--- src/rtl/core/etgt_pkg.sv ---
`default_nettype none

package etgt_pkg;

    // Window length and the widths that follow from it
    localparam int WINDOW    = 20;
    localparam int POS_W     = (WINDOW > 1) ? $clog2(WINDOW) : 1;
    localparam int FILL_W    = $clog2(WINDOW + 1);
    localparam int SAMPLE_W  = 32;
    localparam int DIM_W     = 12;
    localparam int THRESH_W  = 31;
    localparam int NUM_W     = 48;

    // Sum of x over the window, and the constant regression denominator
    localparam longint SUM_X = longint'(WINDOW) * (WINDOW - 1) / 2;
    localparam longint DENOM = longint'(WINDOW) * WINDOW * (longint'(WINDOW) * WINDOW - 1) / 12;

    // Running sums: y needs log2(WINDOW) growth bits, x*y needs log2(SUM_X) plus sign
    localparam int SUM_Y_W   = SAMPLE_W + $clog2(WINDOW);
    localparam int SUM_XY_W  = SAMPLE_W + $clog2(SUM_X) + 1;

    // Slope >= -0.01 in Q16.16 is 100*num >= -65536*DENOM, i.e. num >= -floor(65536*DENOM/100)
    localparam longint SLOPE_FLOOR = -((longint'(65536) * DENOM) / 100);
    localparam logic signed [NUM_W-1:0] NUM_FLOOR = NUM_W'(SLOPE_FLOOR);

    // Configuration port
    localparam int CFG_IDX_W  = 2;
    localparam int CFG_DATA_W = 32;

    typedef enum logic [CFG_IDX_W-1:0] {
        REG_ERR_LEVEL = 2'd0,
        REG_MAX_DIM   = 2'd1
    } cfg_reg_t;

    localparam logic [THRESH_W-1:0] ERR_LEVEL_RST = THRESH_W'(65536);
    localparam logic [DIM_W-1:0]    MAX_DIM_RST   = DIM_W'(4095);

endpackage

`default_nettype wire

--- src/rtl/core/error_trend_growth_trigger_unit.sv ---
// Error trend growth trigger. Each transfer on the s_ channel carries one signed Q16.16 error
// sample and the latent dimension in use; each produces exactly one result on the m_ channel,
// registered through one input stage and one result stage. One sample is accepted every
// cycle while s_ready is high: the last WINDOW samples sit in a small register file,
// and the running sums of y and x*y are updated in one step per sample. With m_ready low,
// two samples are held before s_ready drops. The second stage forms the least-squares slope
// numerator n*sum_xy - sum_x*sum_y and checks the trigger conditions: full window, error at
// or above the error level register, slope not below -0.01, and latent dimension below
// max_dim. Until WINDOW samples have been seen, trend_numerator and trigger read zero.
// Configuration is written through the cfg_ port (index 0: error level, index 1: max_dim;
// other indices are ignored). Only write it while the block is idle; the block does not check.
`default_nettype none

module error_trend_growth_trigger_unit
    import etgt_pkg::*;
(
    input  wire logic                         aclk,
    input  wire logic                         aresetn,

    input  wire logic                         s_valid,
    output logic                              s_ready,
    input  wire logic signed [SAMPLE_W-1:0]   s_error_sample,
    input  wire logic        [DIM_W-1:0]      s_latent_dim,

    output logic                              m_valid,
    input  wire logic                         m_ready,
    output logic                              m_trigger,
    output logic signed [NUM_W-1:0]           m_trend_numerator,
    output logic                              m_window_full,

    input  wire logic                         cfg_valid,
    output logic                              cfg_ready,
    input  wire logic [CFG_IDX_W-1:0]         cfg_index,
    input  wire logic [CFG_DATA_W-1:0]        cfg_data
);

    // Configuration registers
    logic [THRESH_W-1:0] err_level_reg;
    logic [DIM_W-1:0]    max_dim_reg;

    // Window state
    logic signed [SAMPLE_W-1:0] samples_reg [WINDOW];
    logic [POS_W-1:0]           pos_reg, pos_next;
    logic [FILL_W-1:0]          fill_reg, fill_next;
    logic [SUM_Y_W-1:0]         sum_y_reg, sum_y_next;
    logic [SUM_XY_W-1:0]        sum_xy_reg, sum_xy_next;

    // Stage one: the accepted sample, its dimension and window status
    logic                       s1_valid_reg;
    logic signed [SAMPLE_W-1:0] s1_y_reg;
    logic [DIM_W-1:0]           s1_dim_reg;
    logic                       s1_full_reg;

    // Result register
    logic                       m_valid_reg;
    logic                       m_trigger_reg;
    logic signed [NUM_W-1:0]    m_num_reg;
    logic                       m_full_reg;

    logic                       s_accept;
    logic                       s1_advance;
    logic                       cfg_accept;
    logic signed [SAMPLE_W-1:0] y_old;
    logic [SUM_XY_W-1:0]        y_new_xy;
    logic [SUM_XY_W-1:0]        y_old_xy;
    logic [SUM_XY_W-1:0]        sum_y_xy;
    logic [NUM_W-1:0]           xy_ext;
    logic [NUM_W-1:0]           y_ext;
    logic signed [NUM_W-1:0]    num_calc;
    logic                       trig_calc;

    // Handshakes: stage one moves on when the result register is free or being emptied
    assign s1_advance = !m_valid_reg || m_ready;
    assign s_ready    = !s1_valid_reg || s1_advance;
    assign s_accept   = s_valid && s_ready;
    assign cfg_ready  = 1'b1;
    assign cfg_accept = cfg_valid && cfg_ready;

    // Oldest sample; slots not yet filled count as zero
    assign y_old = (fill_reg < FILL_W'(WINDOW)) ? '0 : samples_reg[pos_reg];

    // Running sum update: every kept sample moves down one x position, the new one lands at n-1
    always_comb begin
        y_new_xy    = SUM_XY_W'(s_error_sample);
        y_old_xy    = SUM_XY_W'(y_old);
        sum_y_xy    = SUM_XY_W'($signed(sum_y_reg));
        sum_y_next  = sum_y_reg - SUM_Y_W'(y_old) + SUM_Y_W'(s_error_sample);
        sum_xy_next = sum_xy_reg - (sum_y_xy - y_old_xy)
                    + y_new_xy * SUM_XY_W'(WINDOW - 1);
        pos_next    = (pos_reg == POS_W'(WINDOW - 1)) ? '0 : pos_reg + POS_W'(1);
        fill_next   = (fill_reg < FILL_W'(WINDOW)) ? fill_reg + FILL_W'(1) : fill_reg;
    end

    // Configuration writes
    always_ff @(posedge aclk) begin
        if (!aresetn) begin
            err_level_reg <= ERR_LEVEL_RST;
            max_dim_reg   <= MAX_DIM_RST;
        end else if (cfg_accept) begin
            unique case (cfg_index)
                REG_ERR_LEVEL: err_level_reg <= cfg_data[THRESH_W-1:0];
                REG_MAX_DIM:   max_dim_reg   <= cfg_data[DIM_W-1:0];
                default: ;
            endcase
        end
    end

    // Sample store: payload only, unfilled slots are masked by the fill count
    always_ff @(posedge aclk) begin
        if (s_accept) begin
            samples_reg[pos_reg] <= s_error_sample;
        end
    end

    // Window control state and stage one
    always_ff @(posedge aclk) begin
        if (!aresetn) begin
            pos_reg      <= '0;
            fill_reg     <= '0;
            sum_y_reg    <= '0;
            sum_xy_reg   <= '0;
            s1_valid_reg <= 1'b0;
        end else begin
            if (s_accept) begin
                pos_reg    <= pos_next;
                fill_reg   <= fill_next;
                sum_y_reg  <= sum_y_next;
                sum_xy_reg <= sum_xy_next;
            end
            if (s_ready) begin
                s1_valid_reg <= s_valid;
            end
        end
    end

    always_ff @(posedge aclk) begin
        if (s_accept) begin
            s1_y_reg    <= s_error_sample;
            s1_dim_reg  <= s_latent_dim;
            s1_full_reg <= (fill_next >= FILL_W'(WINDOW));
        end
    end

    // Stage two: slope numerator and trigger conditions; negative errors never reach the level
    always_comb begin
        xy_ext    = NUM_W'($signed(sum_xy_reg));
        y_ext     = NUM_W'($signed(sum_y_reg));
        num_calc  = $signed(xy_ext * NUM_W'(WINDOW) - y_ext * NUM_W'(SUM_X));
        trig_calc = s1_full_reg
                 && (s1_y_reg >= $signed({1'b0, err_level_reg}))
                 && (num_calc >= NUM_FLOOR)
                 && (s1_dim_reg < max_dim_reg);
    end

    // Result register
    always_ff @(posedge aclk) begin
        if (!aresetn) begin
            m_valid_reg <= 1'b0;
        end else if (s1_advance) begin
            m_valid_reg <= s1_valid_reg;
        end
    end

    always_ff @(posedge aclk) begin
        if (s1_advance && s1_valid_reg) begin
            m_trigger_reg <= trig_calc;
            m_num_reg     <= s1_full_reg ? num_calc : '0;
            m_full_reg    <= s1_full_reg;
        end
    end

    assign m_valid           = m_valid_reg;
    assign m_trigger         = m_trigger_reg;
    assign m_trend_numerator = m_num_reg;
    assign m_window_full     = m_full_reg;

endmodule

`default_nettype wire
--- config.mk ---
export PLATFORM = sky130hd
export DESIGN_NAME = error_trend_growth_trigger_unit
export DESIGN_NICKNAME = d
export VERILOG_FILES = /design/src/rtl/core/etgt_pkg.sv /design/src/rtl/core/error_trend_growth_trigger_unit.sv
export SDC_FILE = /design/constraint.sdc
export NUM_CORES = 2
export LEC_CHECK = 0
export BUFFER_PORTS_ARGS = -buffer_cell sky130_fd_sc_hd__buf_2
export CAP_MARGIN = 10
export CORE_MARGIN = 2
export CORE_UTILIZATION = 59
export CTS_BUF_LIST = sky130_fd_sc_hd__clkbuf_4 sky130_fd_sc_hd__clkbuf_8
export CTS_CLUSTER_SIZE = 40
export DETAILED_ROUTE_END_ITERATION = 16
export PLACE_DENSITY = 0.86
export SLEW_MARGIN = 20
export SYNTH_ARGS = -nofsm -noshare
export SYNTH_HDL_FRONTEND = slang
export SYNTH_SLANG_ARGS = --single-unit
export TNS_END_PERCENT = 30
--- constraint.sdc ---
create_clock -name aclk -period 8.05 [get_ports aclk]
set_input_delay 1.61 -clock aclk [delete_from_list [all_inputs] [get_ports aclk]]
set_output_delay 1.61 -clock aclk [all_outputs]
set_load 0.02 [all_outputs]
; ---- Word-level counts from Yosys, hierarchy flattened
; Memory sizes are Yosys's and may differ from the RTL's. A register that Yosys moved wholly into a read port is not among the register bits.
; Cells that the tools add are included.
[word_totals]
reg_bits = 228
latchBits = 0
ram_bits = 640
rom_bits = 0
input_bits = 83
output_inout_bits = 53
word_cells = 52
n_memories = 1
[mem_list]
columns = memory, depth, word_bits, read_ports, rd_clocked_by_memory_dff, wr, line_no
row1 = samples_reg, 20, 32, 1, 1, 1, error_trend_growth_trigger_unit.sv:42  ; logic signed [SAMPLE_W-1:0] samples_reg [WINDOW];
[op_classes]
add_sub_neg = 8
multipliers = 3
div_mod_pow = 0
magnitude_cmp = 5
n_eq_ne = 2
n_shift = 0
n_mux = 7
n_bitwise = 0
n_reduce_logical = 12
[op_table]
columns = operator, count
row1 = $ge A48 B25 Y1 const B, 1
row2 = $mul A48 B3 Y46 const B, 1
row3 = $mul A48 B7 Y47 const B, 1
row4 = $sub A48 B48 Y48, 1
row5 = $add A41 B41 Y41, 1
row6 = $sub A41 B41 Y41, 1
row7 = $mul A32 B6 Y38 const B, 1
row8 = $sub A37 B32 Y38, 1
row9 = $add A37 B37 Y37, 1
row10 = $sub A37 B37 Y37, 1
row11 = $ge A32 B32 Y1, 1
row12 = $mux W32, 1
row13 = $mux W5, 4
row14 = $lt A12 B12 Y1, 1
row15 = $add A5 B1 Y5 const B, 2
row16 = $eq A5 B5 Y1 const B, 1
row17 = $ge A5 B5 Y1 const B, 1
row18 = $logic_and A1 B1 Y1, 5
row19 = $lt A5 B5 Y1 const B, 1
row20 = $reduce_and A2 Y1, 2
row21 = $eq A2 B1 Y1 const B, 1
row22 = $logic_not A1 Y1, 2
row23 = $logic_not A2 Y1, 1
row24 = $logic_or A1 B1 Y1, 2
row25 = $mux W1, 2

; ---- Logic depth before layout (Yosys ltp)
[logic_depth]
ltp_word = 6
depth_mapped = 37
mapped_depth_nobuf = 33

; ---- Worst setup path after synthesis
; OpenSTA, ideal clock, no wires.
[synth_path]
path_type = register -> register
from = register (tool-made name)
to = register sum_xy_reg[40]
setup_ns = 0.116
arrival_time_ns = 8.016
required_ns = 7.934
setup_slack_ns = -0.082
path_stages_with_launch = 38
n_path_buf = 5
synth_period_minus_slack_ns = 8.132
path_cell_list = dfxtp_1 clkbuf_1 clkbuf_1 clkbuf_1 buf_1 mux4_2 mux2i_1 nor2_1 ha_1 inv_1 fa_1 a21o_1 a21oi_1 o21ba_2 o21ai_1 a21oi_1 o21ai_1 nand2_1 [... 2 more ...] a2111oi_0 nor3_1 xnor2_1 fa_1 ha_1 clkbuf_1 a21o_1 a21o_1 a221oi_1 nand3b_1 o221ai_1 a21oi_1 a311o_1 a221oi_1 xnor2_1 xnor3_1 nor2_1 nor2_1
[synth_rtl]
columns = element, line_no
row1 = to (signal assigned), error_trend_growth_trigger_unit.sv:128  ; sum_xy_reg <= sum_xy_next;
row2 = to (decl), error_trend_growth_trigger_unit.sv:46  ; logic [SUM_XY_W-1:0] sum_xy_reg, sum_xy_next;

; ---- Worst setup path after layout
[layout_path]
from = register sum_y_reg[15]
to = register m_trigger_reg, in the netlist m_trigger (data pin)
[layout_between]
elab_chain_len = 5
[layout_rtl]
columns = element, line_no
row1 = from (decl), error_trend_growth_trigger_unit.sv:45  ; logic [SUM_Y_W-1:0] sum_y_reg, sum_y_next;
row2 = from (signal assigned), error_trend_growth_trigger_unit.sv:127  ; sum_y_reg <= sum_y_next;
row3 = $mul A48 B7 Y47, error_trend_growth_trigger_unit.sv:148  ; num_calc = $signed(xy_ext * NUM_W'(WINDOW) - y_ext * NUM_W'(SUM_X));
row4 = $sub A48 B48 Y48, error_trend_growth_trigger_unit.sv:148
row5 = $ge A48 B25 Y1, error_trend_growth_trigger_unit.sv:151  ; && (num_calc >= NUM_FLOOR)
row6 = $logic_and A1 B1 Y1, error_trend_growth_trigger_unit.sv:151
row7 = $logic_and A1 B1 Y1, error_trend_growth_trigger_unit.sv:152  ; && (s1_dim_reg < max_dim_reg);
row8 = named net trig_calc, error_trend_growth_trigger_unit.sv:70  ; logic trig_calc;
row9 = to (signal assigned), error_trend_growth_trigger_unit.sv:166  ; m_trigger_reg <= trig_calc;
row10 = to (decl), error_trend_growth_trigger_unit.sv:56  ; logic m_trigger_reg;
; The timed path passes the listed nets, and every way through them passes these cells.
; A chain may end at the register's enable or synchronous reset.

==> results.toml <==
[run_status]
outcome = "finished with violations"
violations = "setup timing"

[clock_tree]
clkSlewWorstSetupHoldPaths_ns = 0.06
cts.path.max_buffers = 3
cts.sinks = 872
numCtsBuffers = 138
clock_latency_ns = 0.83
cts_tree = "done"
ctsHoldBuffers = 0
root_buffer = "clkbuf_8"
ctsHtreeMaxLevel = 4

[global_route]
gr-total-overflow = 0
grt_usage_pct = 30.4
grt_max_degree = 78
grt_pass1_wl_um = 227000
grt_pass1_vias = 40500
antenna_found_initial = 10

[die]
start_util_pct = 59.7
core_mm2 = 0.0935
num_io_pins = 136
std_cell_rows = 112
fp.dieW_um = 312
dieHeight_um = 312
dieArea_mm2 = 0.0971

[sta]
period_share_pct = 101
finalSetupViolations = 1
setup_slack_ns = -0.0904
setup_tns_ns = -0.0904
worst_pin_slew_ns = 1.07
maxSlewViolCount = 0
rsz0062_at_grt = "yes"
slew_headroom_pct = 27.9
hold_violations = 0
max_freq_ghz = 0.123
skew_ns = 0.0448
min_period_ns = 8.14

[finish]
finalNetCount = 5974
final_cell_area_mm2 = 0.0638
largest_reg_flops = 640
area_delta_synth_final_pct = 14.2
drive_gt1_share_pct = 19.4
multiInputGateArea_mm2 = 0.0286
seqCellArea_mm2 = 0.0248
num-fill-cells = 6107

[yosys]
async_flop_share_pct = 0
ys_seq_elements = 872
syn-num-nets = 5494
ys_seq_area_share_pct = 44.4
synth_edf_count = 734
syn_avg_cell_area_um2 = 11.9
synth_flop_cell = "edfxtp_1"
synth_area_mm2 = 0.0558
yosys_warnings = 0
yosys.cell_types.count = 91
synthCells = 4686

[detailed_routing]
routed.top_layer = "met5"
drt-initial-drc-count = 4494
dr.pass1.iters = 5
drc_errors = 0
wl_met1_um = 55300
wl_per_cell_um = 23.1
dr_wl_met2_um = 72000
ant_nets = 0
wl_met3_um = 16700
num_vias = 40600
drt-vias-per-instance = 6.21
postRouteWirelength_um = 151000

[worst_setup_path]
max_stage_delay_ns = 0.59
required_ns = 8.70
slowest_stage = "fa_1"
arrival_ns = 8.79
crit_type = "register to register"
cp-end-kind = "register"
cp_max_fo = 5
critPathLaunchType = "register"
cpMostUsedCell = "fa_1"
reg2reg_setup_slack_ns = -0.09

[placed_design]
gp_congestion = 0.933
placement.io_buffers = 132
hpwl_um = 104000
placed_cell_area_mm2 = 0.0603

[run]
max_cap_violations = 0

[min_path]
min_path_type = "register to register"
cell families after synthesis:
group	share of synthesized area, %
buffers and inverters	4.96
other	0.0135
DFF	44.4
AOI/OAI and AO/OA	11.0
xor gates and xnor gates	4.10
and+or+nand+nor	7.90
adders and majority gates	19.6
muxes	7.98
synthesized netlist by cell type (all sizes together), types with 6 or more instances:
| master | instances | area [um2] |
|---|---|---|
| a221oi | 7 | 61.3 |
| dfxtp | 138 | 2760 |
| nor2 | 203 | 762 |
| a31o | 6 | 52.6 |
| o21ai | 148 | 741 |
| a2111oi | 10 | 93.8 |
| inv | 601 | 2260 |
| and3 | 19 | 119 |
| or2 | 10 | 62.6 |
| edfxtp | 734 | 22000 |
| a221o | 6 | 60.1 |
| nor4 | 9 | 62.6 |
| nor2b | 39 | 244 |
| a21oi | 345 | 1730 |
| a211oi | 35 | 278 |
| mux2i | 11 | 110 |
| a21boi | 8 | 60.1 |
| ha | 478 | 5980 |
| o31ai | 18 | 135 |
| nor3 | 39 | 195 |
| xnor2 | 167 | 1470 |
| a31oi | 33 | 206 |
| mux4 | 192 | 4320 |
| nand4 | 38 | 238 |
| o211ai | 32 | 240 |
| nand3 | 69 | 350 |
| or3 | 14 | 87.6 |
| a211o | 7 | 61.3 |
| nand2 | 343 | 1300 |
| clkbuf | 99 | 372 |
| buf | 31 | 139 |
| xor2 | 91 | 797 |
| nor3b | 6 | 45.0 |
| and2 | 32 | 200 |
| or4 | 7 | 56.3 |
| nand3b | 6 | 45.0 |
| and4 | 12 | 105 |
| fa | 247 | 4940 |
| a41oi | 6 | 52.6 |
| o21a | 29 | 218 |
| a21o | 185 | 1390 |
| nand2b | 65 | 414 |
| o21bai | 45 | 338 |
worst max-delay path: cells and delay by family (launching register included):
kind | cells | cell delay (ns)
compound gates | 9 | 1.76
xor+xnor | 1 | 0.14
fa+ha+maj | 6 | 2.78
buf+inv | 5 | 0.63
flops | 1 | 0.37
simple gates | 13 | 2.29
per-layer routing:
metal | GRT usage, % | vias up
li1 | - | 17900
met1 | 39.1 | 19600
met2 | 50.4 | 2582
met3 | 6.10 | 515
met4 | 13.0 | 12
met5 | 0 | -
timing repair:
item,4_1_cts,5_1_grt
pin swaps,6,29
hold endpoints to repair,0,0
gates resized for setup,7,78
endpoints found under the setup margin,2,11
buffers inserted,0,8
cell usage in the layout, fill, tap and decap left out, types with 68 or more instances in the layout:
cell      synthesis  layout
mux4_2          192     192
nand2_1         342     339
buf_4             4     325
xor2_1           91      91
inv_1           600     597
nand3_1          68      68
dfxtp_1         138     118
nor2_1          203     181
buf_2             6     132
a21o_1          185     184
a21oi_1         344     340
edfxtp_1        734     734
ha_1            478     473
clkbuf_8          0     160
fa_1            247     246
xnor2_1         166     165
o21ai_0         116     107
path summary, 6_finish.rpt:
check	startpoint	to	depth (start not counted)
min reg2reg	err_level_reg[4]	err_level_reg[4]	2
max	sum_y_reg[15]	m_trigger	34
min	err_level_reg[4]	err_level_reg[4]	2
max reg2reg	sum_y_reg[15]	m_trigger	34
area by class of cell:
| type | count | area share (%) |
|---|---|---|
| flip-flops and latches | 872 | 39.0 |
| multi-input cells | 3082 | 44.9 |
| repair buffers | 470 | 5.26 |
| diodes | 6 | 0.0235 |
| clock buffers | 208 | 4.02 |
| clock inverters | 45 | 0.797 |
| inverters | 602 | 3.55 |
| well taps | 1254 | 2.46 |
metrics by stage:
stage / hold WS [ns] / setup WS, ns / utilization, % / std cells
global placement: 0.444 / -0.593 / 64.5 / 6272
global route: 0.476 / -0.318 / 68.2 / 6535
CTS: 0.459 / 0.0120 / 67.8 / 6525
floorplan: 0.436 / 0.0158 / - / 4686
finish: 0.464 / -0.0904 / 68.2 / 6539
detailed placement: 0.450 / -0.673 / 64.5 / 6272
Power is left out: the tool's default activity adds up to more than one toggle a clock period on the data nets, which glitch-free logic cannot reach.
